==> src/rtl/onvp_pkg.sv <==
// ----------------------------------------------------------------------------
// onvp_pkg
// Shared codes, constants and queue entry type of the nybble packer.
// ----------------------------------------------------------------------------
package onvp_pkg;

	localparam int POSITION_BITS_DEF = 26;
	localparam int VEXT_BITS         = 34;
	localparam int QUEUE_DEPTH       = 4;
	localparam int QPTR_BITS         = $clog2(QUEUE_DEPTH);

	localparam logic [1:0] ACT_RAW = 2'd0;
	localparam logic [1:0] ACT_REF = 2'd1;
	localparam logic [1:0] ACT_EOS = 2'd2;

	localparam logic [1:0] ST_OK       = 2'd0;
	localparam logic [1:0] ST_ZERO     = 2'd1;
	localparam logic [1:0] ST_MISMATCH = 2'd2;
	localparam logic [1:0] ST_MISALIGN = 2'd3;

	localparam logic [VEXT_BITS-1:0] FORM2_MAX = VEXT_BITS'(32'h0000_00FC);
	localparam logic [VEXT_BITS-1:0] FORM4_MAX = VEXT_BITS'(32'h0000_01FC);
	localparam logic [VEXT_BITS-1:0] FORM6_MAX = VEXT_BITS'(32'h0001_01FC);
	localparam logic [VEXT_BITS-1:0] FORM8_MAX = VEXT_BITS'(32'h0101_01FC);

	localparam logic [7:0]  FORM4_BIAS = 8'hFD;
	localparam logic [15:0] FORM6_BIAS = 16'h01FD;
	localparam logic [23:0] FORM8_BIAS = 24'h0101FD;

	localparam logic [3:0] PREFIX_HI = 4'hF;
	localparam logic [3:0] PREFIX_4  = 4'hD;
	localparam logic [3:0] PREFIX_6  = 4'hE;
	localparam logic [3:0] PREFIX_8  = 4'hF;

	typedef enum logic [2:0] {
		K_RAW      = 3'd0,
		K_REF      = 3'd1,
		K_ZERO     = 3'd2,
		K_MISMATCH = 3'd3,
		K_EOS      = 3'd4
	} kind_t;

	typedef struct packed {
		kind_t       kind;
		logic [3:0]  raw;
		logic [31:0] nybs;
		logic [1:0]  last_idx;
	} entry_t;

endpackage

==> src/rtl/onvp_front.sv <==
// ----------------------------------------------------------------------------
// onvp_front
// Accepts items, folds reference distances and picks the offset form.
// ----------------------------------------------------------------------------
module onvp_front #(
	parameter int POSITION_BITS = onvp_pkg::POSITION_BITS_DEF
) (
	input  logic                     clk,
	input  logic                     arst_n,
	input  logic                     cmd_valid,
	output logic                     cmd_stall,
	input  logic [1:0]               action,
	input  logic [3:0]               raw_nybble,
	input  logic [POSITION_BITS-1:0] source_position,
	input  logic [POSITION_BITS-1:0] target_position,
	input  logic [3:0]               ref_length,
	output logic                     push,
	output onvp_pkg::entry_t         push_entry,
	input  logic                     full
);

	localparam int EW = POSITION_BITS + 1;
	localparam int DW = POSITION_BITS + 2;

	logic                     v_s1, v_s2;
	logic [1:0]               act_s1, act_s2;
	logic [3:0]               raw_s1, raw_s2;
	logic [3:0]               len_s1, len_s2;
	logic [POSITION_BITS-1:0] dst_s1;
	logic [EW-1:0]            end_s1, end1_s1;
	logic                     zero_s2;
	logic [DW-1:0]            val_s2;

	logic                     ready1, ready2, act_ok;
	logic [DW-1:0]            diff_c, diff_a;
	logic [EW-1:0]            mag;
	logic [onvp_pkg::VEXT_BITS-1:0] vx;
	logic [7:0]               p4;
	logic [15:0]              p6;
	logic [23:0]              p8;
	logic [3:0]               nlen;
	logic [31:0]              nybs;
	logic [2:0]               half;
	logic                     mismatch;

	assign act_ok = (action == onvp_pkg::ACT_RAW) || (action == onvp_pkg::ACT_REF) ||
		(action == onvp_pkg::ACT_EOS);

	assign ready2    = !v_s2 || !full;
	assign ready1    = !v_s1 || ready2;
	assign cmd_stall = !ready1;
	assign push      = v_s2 && !full;

	always_ff @(posedge clk or negedge arst_n) begin
		if (!arst_n) begin
			v_s1 <= 1'b0;
			v_s2 <= 1'b0;
		end else begin
			if (ready1) begin
				v_s1 <= cmd_valid && act_ok;
			end
			if (ready2) begin
				v_s2 <= v_s1;
			end
		end
	end

	always_ff @(posedge clk) begin
		if (ready1 && cmd_valid) begin
			act_s1  <= action;
			raw_s1  <= raw_nybble;
			len_s1  <= ref_length;
			dst_s1  <= target_position;
			end_s1  <= EW'(source_position) + EW'(ref_length);
			end1_s1 <= EW'(source_position) + EW'(ref_length) + EW'(1);
		end
	end

	assign diff_c = DW'(dst_s1) - DW'(end_s1);
	assign diff_a = DW'(dst_s1) - DW'(end1_s1);
	assign mag    = diff_c[DW-1] ? ~diff_c[EW-1:0] : diff_a[EW-1:0];

	always_ff @(posedge clk) begin
		if (ready2 && v_s1) begin
			act_s2  <= act_s1;
			raw_s2  <= raw_s1;
			len_s2  <= len_s1;
			zero_s2 <= (diff_c == '0);
			val_s2  <= {mag, ~diff_c[DW-1]};
		end
	end

	assign vx = onvp_pkg::VEXT_BITS'(val_s2);
	assign p4 = vx[7:0] - onvp_pkg::FORM4_BIAS;
	assign p6 = vx[15:0] - onvp_pkg::FORM6_BIAS;
	assign p8 = vx[23:0] - onvp_pkg::FORM8_BIAS;

	always_comb begin
		if (vx <= onvp_pkg::FORM2_MAX) begin
			nlen = 4'd2;
			nybs = {24'h0, vx[3:0], vx[7:4]};
		end else if (vx <= onvp_pkg::FORM4_MAX) begin
			nlen = 4'd4;
			nybs = {16'h0, p4[3:0], p4[7:4], onvp_pkg::PREFIX_4, onvp_pkg::PREFIX_HI};
		end else if (vx <= onvp_pkg::FORM6_MAX) begin
			nlen = 4'd6;
			nybs = {8'h0, p6[3:0], p6[7:4], p6[11:8], p6[15:12],
				onvp_pkg::PREFIX_6, onvp_pkg::PREFIX_HI};
		end else if (vx <= onvp_pkg::FORM8_MAX) begin
			nlen = 4'd8;
			nybs = {p8[3:0], p8[7:4], p8[11:8], p8[15:12], p8[19:16], p8[23:20],
				onvp_pkg::PREFIX_8, onvp_pkg::PREFIX_HI};
		end else begin
			nlen = 4'd0;
			nybs = 32'h0;
		end
	end

	assign mismatch = (nlen == 4'd0) || (nlen != len_s2);
	assign half     = nlen[3:1] - 3'd1;

	always_comb begin
		push_entry.raw      = raw_s2;
		push_entry.nybs     = nybs;
		push_entry.last_idx = half[1:0];
		unique case (act_s2)
			onvp_pkg::ACT_RAW: begin
				push_entry.kind = onvp_pkg::K_RAW;
			end
			onvp_pkg::ACT_REF: begin
				if (zero_s2) begin
					push_entry.kind = onvp_pkg::K_ZERO;
				end else if (mismatch) begin
					push_entry.kind = onvp_pkg::K_MISMATCH;
				end else begin
					push_entry.kind = onvp_pkg::K_REF;
				end
			end
			default: begin
				push_entry.kind = onvp_pkg::K_EOS;
			end
		endcase
	end

endmodule

==> src/rtl/onvp_queue.sv <==
// ----------------------------------------------------------------------------
// onvp_queue
// Short FIFO of classified items between the front and back parts.
// ----------------------------------------------------------------------------
module onvp_queue (
	input  logic             clk,
	input  logic             arst_n,
	input  logic             push,
	input  onvp_pkg::entry_t push_entry,
	output logic             full,
	input  logic             pop,
	output logic             head_valid,
	output onvp_pkg::entry_t head
);

	onvp_pkg::entry_t                 mem_q [onvp_pkg::QUEUE_DEPTH];
	logic [onvp_pkg::QPTR_BITS-1:0]   wr_ptr_q, rd_ptr_q;
	logic [onvp_pkg::QPTR_BITS:0]     count_q;

	assign full       = (count_q == (onvp_pkg::QPTR_BITS+1)'(onvp_pkg::QUEUE_DEPTH));
	assign head_valid = (count_q != '0);
	assign head       = mem_q[rd_ptr_q];

	always_ff @(posedge clk or negedge arst_n) begin
		if (!arst_n) begin
			wr_ptr_q <= '0;
			rd_ptr_q <= '0;
			count_q  <= '0;
		end else begin
			if (push) begin
				wr_ptr_q <= wr_ptr_q + 1'b1;
			end
			if (pop) begin
				rd_ptr_q <= rd_ptr_q + 1'b1;
			end
			if (push && !pop) begin
				count_q <= count_q + 1'b1;
			end else if (pop && !push) begin
				count_q <= count_q - 1'b1;
			end
		end
	end

	always_ff @(posedge clk) begin
		if (push) begin
			mem_q[wr_ptr_q] <= push_entry;
		end
	end

endmodule

==> src/rtl/onvp_back.sv <==
// ----------------------------------------------------------------------------
// onvp_back
// Pairs nybbles into bytes; one beat per cycle to the output register unless stalled.
// ----------------------------------------------------------------------------
module onvp_back (
	input  logic             clk,
	input  logic             arst_n,
	input  logic             head_valid,
	input  onvp_pkg::entry_t head,
	output logic             pop,
	output logic             byte_valid,
	input  logic             byte_stall,
	output logic [7:0]       packed_byte,
	output logic [1:0]       status,
	output logic             last
);

	logic [3:0] pend_q;
	logic       pend_v_q;
	logic [1:0] idx_q;
	logic       out_valid_q;
	logic [7:0] byte_q;
	logic [1:0] status_q;
	logic       last_q;

	logic       out_free, emits, go, done;
	logic [7:0] nx_byte;
	logic [1:0] nx_status;
	logic       nx_last;
	logic [2:0] sel_lo, sel_hi;
	logic [3:0] nyb_lo, nyb_hi, nyb_end;

	assign out_free = !out_valid_q || !byte_stall;
	assign sel_hi   = pend_v_q ? {idx_q, 1'b0} : {idx_q, 1'b1};
	assign sel_lo   = {idx_q, 1'b0} - {2'b00, pend_v_q};
	assign nyb_hi   = head.nybs[{sel_hi, 2'b00} +: 4];
	assign nyb_lo   = (pend_v_q && idx_q == 2'd0) ? pend_q : head.nybs[{sel_lo, 2'b00} +: 4];
	assign nyb_end  = head.nybs[{head.last_idx, 1'b1, 2'b00} +: 4];

	always_comb begin
		emits     = 1'b0;
		nx_byte   = 8'h00;
		nx_status = onvp_pkg::ST_OK;
		nx_last   = 1'b1;
		unique case (head.kind)
			onvp_pkg::K_RAW: begin
				emits   = pend_v_q;
				nx_byte = {head.raw, pend_q};
			end
			onvp_pkg::K_REF: begin
				emits   = 1'b1;
				nx_byte = {nyb_hi, nyb_lo};
				nx_last = (idx_q == head.last_idx);
			end
			onvp_pkg::K_ZERO: begin
				emits     = 1'b1;
				nx_status = onvp_pkg::ST_ZERO;
			end
			onvp_pkg::K_MISMATCH: begin
				emits     = 1'b1;
				nx_status = onvp_pkg::ST_MISMATCH;
			end
			onvp_pkg::K_EOS: begin
				emits     = pend_v_q;
				nx_byte   = {4'h0, pend_q};
				nx_status = onvp_pkg::ST_MISALIGN;
			end
			default: begin
				emits = 1'b0;
			end
		endcase
	end

	assign go   = head_valid && (!emits || out_free);
	assign done = go && (head.kind != onvp_pkg::K_REF || idx_q == head.last_idx);
	assign pop  = done;

	always_ff @(posedge clk or negedge arst_n) begin
		if (!arst_n) begin
			pend_q      <= 4'h0;
			pend_v_q    <= 1'b0;
			idx_q       <= 2'd0;
			out_valid_q <= 1'b0;
		end else begin
			if (out_free) begin
				out_valid_q <= go && emits;
			end
			if (go) begin
				idx_q <= done ? 2'd0 : idx_q + 2'd1;
				case (head.kind)
					onvp_pkg::K_RAW: begin
						pend_v_q <= !pend_v_q;
						pend_q   <= pend_v_q ? 4'h0 : head.raw;
					end
					onvp_pkg::K_REF: begin
						if (done && pend_v_q) begin
							pend_q <= nyb_end;
						end
					end
					onvp_pkg::K_EOS: begin
						pend_v_q <= 1'b0;
						pend_q   <= 4'h0;
					end
					default: begin
						pend_v_q <= pend_v_q;
					end
				endcase
			end
		end
	end

	always_ff @(posedge clk) begin
		if (go && emits) begin
			byte_q   <= nx_byte;
			status_q <= nx_status;
			last_q   <= nx_last;
		end
	end

	assign byte_valid  = out_valid_q;
	assign packed_byte = byte_q;
	assign status      = status_q;
	assign last        = last_q;

endmodule

==> src/rtl/offset_nybble_varint_packer_unit.sv <==
// ----------------------------------------------------------------------------
// offset_nybble_varint_packer_unit
// Packs command nybbles and variable-length relative offsets into bytes.
// ----------------------------------------------------------------------------
// Usage:
//   Items enter on the cmd channel (cmd_valid / cmd_stall): a raw nybble, a
//   reference with source, target and chosen length, or end of stream.
//   Bytes leave on the byte channel (byte_valid / byte_stall) with a status
//   and a last flag on the final beat caused by an item.
//   An accepted item passes front stages s1 and s2 and the queue; its first
//   beat is then registered at the output. The front takes one item per
//   cycle unless stalled; the back sends one beat per cycle unless stalled,
//   n/2 beats for an n-nybble reference. The byte port sets the sustained rate.
//   A four-entry queue between front and back absorbs bursts; when it is full
//   the front stages fill and the front holds cmd_stall high.
//   While byte_stall is high the output beat holds and the back waits; the
//   front keeps accepting until the queue and front stages fill.
//   Reset (arst_n low) empties the pipeline and queue and drops any held
//   nybble.
// ----------------------------------------------------------------------------
module offset_nybble_varint_packer_unit #(
	parameter int POSITION_BITS = onvp_pkg::POSITION_BITS_DEF
) (
	input  logic                     clk,
	input  logic                     arst_n,
	input  logic                     cmd_valid,
	output logic                     cmd_stall,
	input  logic [1:0]               action,
	input  logic [3:0]               raw_nybble,
	input  logic [POSITION_BITS-1:0] source_position,
	input  logic [POSITION_BITS-1:0] target_position,
	input  logic [3:0]               ref_length,
	output logic                     byte_valid,
	input  logic                     byte_stall,
	output logic [7:0]               packed_byte,
	output logic [1:0]               status,
	output logic                     last
);

	logic             push, full, pop, head_valid;
	onvp_pkg::entry_t push_entry, head;

	onvp_front #(
		.POSITION_BITS(POSITION_BITS)
	) u_front (
		.clk            (clk),
		.arst_n         (arst_n),
		.cmd_valid      (cmd_valid),
		.cmd_stall      (cmd_stall),
		.action         (action),
		.raw_nybble     (raw_nybble),
		.source_position(source_position),
		.target_position(target_position),
		.ref_length     (ref_length),
		.push           (push),
		.push_entry     (push_entry),
		.full           (full)
	);

	onvp_queue u_queue (
		.clk       (clk),
		.arst_n    (arst_n),
		.push      (push),
		.push_entry(push_entry),
		.full      (full),
		.pop       (pop),
		.head_valid(head_valid),
		.head      (head)
	);

	onvp_back u_back (
		.clk        (clk),
		.arst_n     (arst_n),
		.head_valid (head_valid),
		.head       (head),
		.pop        (pop),
		.byte_valid (byte_valid),
		.byte_stall (byte_stall),
		.packed_byte(packed_byte),
		.status     (status),
		.last       (last)
	);

endmodule

==> config.mk <==
export PLATFORM = sky130hd
export DESIGN_NAME = offset_nybble_varint_packer_unit
export DESIGN_NICKNAME = d
export VERILOG_FILES = /design/src/rtl/onvp_pkg.sv /design/src/rtl/onvp_front.sv /design/src/rtl/onvp_queue.sv /design/src/rtl/onvp_back.sv /design/src/rtl/offset_nybble_varint_packer_unit.sv
export SDC_FILE = /design/constraint.sdc
export NUM_CORES = 1
export LEC_CHECK = 0
export ABC_CLOCK_PERIOD_IN_PS = 10650
export BUFFER_PORTS_ARGS = -buffer_cell sky130_fd_sc_hd__buf_2
export CORE_ASPECT_RATIO = 0.9
export CORE_MARGIN = 2
export CORE_UTILIZATION = 55
export DETAILED_ROUTE_END_ITERATION = 7
export PLACE_DENSITY = 0.83
export SYNTH_ARGS = -nofsm -noshare
export SYNTH_HDL_FRONTEND = slang
export SYNTH_HIERARCHICAL = 1
export SYNTH_SLANG_ARGS = --single-unit
export TNS_END_PERCENT = 1
==> constraint.sdc <==
create_clock -name clk -period 10.65 [get_ports clk]
set_input_delay 1.5975 -clock clk [delete_from_list [all_inputs] [get_ports clk]]
set_output_delay 1.5975 -clock clk [all_outputs]
set_load 0.02 [all_outputs]
# After elaboration in Yosys (flattened, before gate mapping)
# Memory sizes are Yosys's and may differ from the RTL's.
# Cells that the tools add are included.
[word_totals]
regBits = 157
ram_bits = 164
input_bits = 66
elab_cells = 128
n_memories = 1
[op_classes]
addsub = 14
order_cmp = 4
eq_ne = 12
shifts = 3
mux = 26
bitwise_logic = 2
reduce_logical = 43
[memory_table]
columns = ["memory", "depth", "width", "rd", "rd_ports_with_merged_regs", "write_ports", "line_no", "source"]
rows = [
  ["u_queue.mem_q", 4, 41, 1, 0, 1, "onvp_queue.sv:16", "onvp_pkg::entry_t mem_q [onvp_pkg::QUEUE_DEPTH];"],
]
[op_table]
columns = ["operator", "n"]
rows = [
  ["two-way mux 32 bit", 4],
  ["variable part select 32 x 6 -> 4 bit", 3],
  ["less-or-equal comparator 28 x 17 -> 1 bit (second input constant)", 1],
  ["less-or-equal comparator 28 x 25 -> 1 bit (second input constant)", 1],
  ["less-or-equal comparator 28 x 8 -> 1 bit (second input constant)", 1],
  ["less-or-equal comparator 28 x 9 -> 1 bit (second input constant)", 1],
  ["logical NOT 28 bit", 1],
  ["two-way mux 4 bit", 7],
  ["subtractor 26 x 27 -> 28 bit", 1],
  ["adder 26 x 4 -> 27 bit", 1],
  ["adder 27 x 1 -> 27 bit (second input constant)", 1],
  ["two-way mux 27 bit", 1],
  ["NOT 27 bit", 1],
  ["subtractor 26 x 27 -> 27 bit", 1],
  ["one-hot mux 8 bit (3 select lines)", 1],
  ["subtractor 24 x 17 -> 24 bit (second input constant)", 1],
  ["subtractor 16 x 9 -> 16 bit (second input constant)", 1],
  ["one-hot mux 4 bit (3 select lines)", 1],
  ["logical AND 1 bit", 11],
  ["logical NOT 1 bit", 10],
  ["two-way mux 3 bit", 3],
  ["logical OR 1 bit", 8],
  ["subtractor 8 bit (second input constant)", 1],
  ["adder 2 x 1 -> 2 bit (second input constant)", 3],
  ["other kinds (28)", 39],
]

# Logic depth before layout (Yosys ltp)
# An unclocked memory read counts as a cell.
[depth]
word_depth = 11
depth_mapped = 14
mapped_depth_nobuf = 14

# By module
# The synthesis kept the hierarchy.
[by_module_without_submodules]
columns = ["mod", "instances", "cells_each", "area_per_inst_um2", "seq_area_each_um2"]
rows = [
  ["onvp_front", 1, 950, 9400.3, 3923.8],
  ["onvp_queue", 1, 249, 6366.1, 5099.9],
  ["onvp_back", 1, 155, 1619.1, 530.5],
]

# Worst setup path before layout
# Ideal clock, no wire load.
[synth_timing]
path_kind = "input to register"
startpoint = "input source_position[0]"
endpoint = "register u_front.end1_s1[24] (data pin)"
setup_time_ns = 0.258
arrival_time_ns = 3.940
t_required_ns = 10.392
setup_slack_ns = 6.452
cell_stages = 13
n_path_buf = 0
cell_sequence = "ha_1 > inv_1 > fa_1 > nor2b_1 > o21a_1 > nor2_1 > or4_1 > o311ai_2 > and3_1 > and4_1 > and2b_1 > nand4_1 > xnor2_1"
[synth_via]
elab_chain_cells = 2
[synth_lines]
columns = ["item", "line_no", "source"]
rows = [
  ["start, declared", "offset_nybble_varint_packer_unit.sv:30", "input logic [POSITION_BITS-1:0] source_position,"],
  ["adder 26 x 4 -> 27 bit", "onvp_front.sv:75", "end1_s1 <= EW'(source_position) + EW'(ref_length) + EW'(1);"],
  ["adder 27 x 1 -> 27 bit", "onvp_front.sv:75", ""],
  ["end signal, assigned", "onvp_front.sv:75", ""],
  ["end, declared", "onvp_front.sv:30", "logic [EW-1:0] end_s1, end1_s1;"],
]
# Every way passes these cells.
# A chain may end at the register's enable or synchronous reset.

==> key figures <==
Status
  • Outcome: finished, final reports clean

Clock tree
  • Clk pin slew, worst setup/hold paths: 0.06 ns
  • CTS tree: built
  • Num CTS Buffers: 34
  • H-tree depth: 2
  • Post-CTS resize count: 0
  • Hold-fix buffers, CTS: 0
  • Post-CTS Setup Inserts: 0
  • Clock latency at the later pin of the worst-skew pair: 0.53 ns
  • Buffer depth of the longest clock path: 3
  • Clock Tree Root: clkbuf_16
  • CTS Sinks: 321

Yosys
  • Sequential area share after synthesis: 55.0%
  • Top FF cell, synth: edfxtp_1
  • Yosys Warn Count: 6
  • Ys async rst share: 5.30%
  • Yosys cell types: 94
  • Mean Syn Cell Area: 12.8 um^2
  • Yosys reg bits: 321
  • Synthesized cell area: 17400 um^2
  • Syn Inst Count: 1354
  • Synth Net Count: 1491
  • EDFF count, synth: 304

Critical path
  • Worst reg2reg setup slack: 6.30 ns
  • Setup CP Type: reg2reg
  • Crit Reg-Reg Startpoint: u_front/val_s2[18]
  • Reg2reg path depth: 13
  • Critical path endpoint category: flip-flop
  • Worst EP required: 10.94 ns
  • CP startpoint kind: flip-flop
  • Crit path launch: u_front/val_s2[18]
  • Worst path arrival time: 4.63 ns
  • Worst-path fanout max: 24

Cells and area
  • N_diodes: 0
  • Post-layout util: 62.0%
  • Commonest non-fill, non-tap cells in the layout: 304 x edfxtp_1, 100 x nand2_1, 96 x nor2_1
  • Area Overhead vs Synth: 10.4%
  • NumNets Final: 1574
  • Final instance area: 19200 um^2
  • Most common cell after layout, fill and taps aside: edfxtp_1
  • Fillers: 2338
  • Share of layout cells above drive strength 1: 16.4%

STA
  • Worst slew margin: 20.5%
  • Pins over their slew limit: 0
  • Final min period: 4.35 ns
  • RSZ-0062 raised after global routing: no
  • Fin. Hold Viols: 0
  • Setup_tns: 0 ns
  • Slew @ Worst Pin: 1.19 ns
  • Final setup violation count: 0
  • Fmax: 230 MHz
  • Final hold slack: 0.409 ns
  • Final period utilization: 40.8%
  • Clock Skew: 0.0310 ns

Power
  • Maximum VDD drop: 0.000158 V
  • Leak pwr: 7.13 nW
  • Pwr per Cell Area: 232 nW/um^2

Route
  • First-pass DRT Iterations: 5
  • Final ANT Viol Nets: 0
  • Vias post-DR: 11224
  • Vias per cell: 6.00
  • DRC errors left: 0
  • WL final: 37000 um
  • Routed wire length per instance: 19.8 um
  • Starting DRT DRC Count: 1047

Placed design
  • GP Congestion: 0.912
  • I/O Buffers: 78
  • DP Area: 18100 um^2
  • HPWL Detailed: 25900 um

Hold path
  • Cells on Worst Hold Path: 0
  • Hold WC Path Type: reg2reg
  • Hold Path Origin: u_front/raw_s1[0]

Run
  • Max-cap viol count: 0

Global route
  • Initial antenna violation count: 0
  • Pin count of the biggest net entering global routing: 77
  • Gr usage total: 22.9%
  • First-pass GRT wire length: 59700 um
  • GR Overflow Total: 0
  • Vias in the first global route: 11262

Floorplan
  • Ports: 79
  • Placement Rows: 61
  • Die height: 173 um
  • Die area: 33000 um^2
  • Die X-Extent: 191 um
  • Core footprint: 31000 um^2
  • Initial Util: 56.1%
-- critical path: stages, from the launching register on --
cell and delay (ns):
edfxtp_1 0.43, or3_1 0.47, nor4_2 0.23, and2b_1 0.20, nand2_1 0.07, or3_1 0.41
nor2_2 0.75, or2_2 0.29, nor2b_1 0.38, ha_1 0.23, nor2_1 0.05, mux2i_1 0.23
nor3_1 0.08, a21oi_1 0.31
-- per-layer routing --
layer	vias to the layer above	GRT usage (%)	wire, um
met5	-	0	0
met2	438	38.1	18100
met3	79	3.71	2320
li1	5266	-	-
met4	0	8.17	1080
met1	5441	30.5	15500
-- cell type report --
class	count	area, um^2	area share (%)
Clock buffer	39	891	4.64
Clock inverter	23	226	1.18
Inverter	88	330	1.72
Multi-Input combinational cell	905	7230	37.6
Sequential cell	321	9560	49.8
Tap cell	409	512	2.67
Timing Repair Buffer	87	458	2.38
-- report_power, final --
part | leakage, nW | switching (mW) | total [mW] | internal, mW
Clock | 0.545 | 0.487 | 1.17 | 0.682
Combinational | 3.59 | 0.859 | 1.47 | 0.608
Sequential | 2.99 | 0.117 | 1.82 | 1.70
Total | 7.13 | 1.46 | 4.45 | 2.99
-- synth_stat cells, drive strengths merged (5+ instances only) --
cell type    n  area share, %
edfxtp     304             53
nand2      101            2.2
nor2        97            2.1
inv         88            1.9
xnor2       77            4.0
a21oi       68            2.1
ha          67            4.8
o21ai       60            1.8
mux4        54            7.1
xor2        49            2.5
nand3       34           0.98
buf         30            1.5
nor3        24           0.72
mux2i       21            1.2
a21o        20           0.86
and3        17           0.61
dfrtp       17            2.4
nand2b      15           0.54
a211oi      13           0.65
o22ai       13           0.47
o21a        12           0.53
clkbuf      10           0.22
nand4       10           0.36
and2         9           0.32
mux2         9           0.58
nor2b        9           0.32
o2111ai      8           0.40
or2          8           0.29
nand3b       7           0.30
o211ai       6           0.29
o21bai       6           0.26
o22a         6           0.30
a2111oi      5           0.40
a22oi        5           0.22
a31oi        5           0.18
and4         5           0.27
or3          5           0.18
-- kinds of logic (layout without fill, tap and decap cells) --
kind of cell               count (synthesis)  count (layout)  synth area share [%]
adders and majority gates                 71              71                  5.28
buffers and inverters                    128             237                  3.58
DFF                                      321             321                  55.0
AOI/OAI and AO/OA                        264             264                  10.6
xor gates and xnor gates                 126             126                  6.52
muxes                                     84              84                  8.85
and+or+nand+nor                          360             360                  10.2
-- state kept, by name, indices dropped and copies added (netlist names) --
register / cells
u_back/idx_q: 2
u_queue/rd_ptr_q: 2
u_front/act_s2: 2
u_front/len_s2: 4
u_front/len_s1: 4
u_front/val_s2: 28
u_back/packed_byte: 8
u_front/act_s1: 2
u_back/pend_q: 4
u_queue/count_q: 3
u_front/end_s1: 27
u_back/byte_valid: 1
u_front/v_s1: 1
u_front/dst_s1: 26
u_front/raw_s1: 4
u_queue/mem_q: 164
u_front/end1_s1: 27
u_back/last: 1
u_front/zero_s2: 1
u_front/raw_s2: 4
u_queue/wr_ptr_q: 2
u_back/status: 2
u_front/v_s2: 1
u_back/pend_v_q: 1
-- metrics by stage --
step           cells  setup WS [ns]  total power, mW
2_1_floorplan   1354           6.45             2.94
3_3_place_gp    1810           6.04             3.21
3_5_place_dp    1810           5.98             3.28
4_1_cts         1872           6.33             4.47
5_1_grt         1872           5.97             4.67
6_report        1872           6.30             4.45
-- path summary, 6_finish.rpt --
| check | to |
|---|---|
| min in group asynchronous | u_back/pend_q[2] |
| hold reg to reg | u_front/raw_s2[0] |
| setup reg to reg | u_queue/mem_q[2][39] |
| max in group asynchronous | u_queue/rd_ptr_q[0] |
| setup / recovery | u_queue/mem_q[2][39] |
| hold / removal | u_front/raw_s2[0] |
Power figures use the tool's default switching activity.
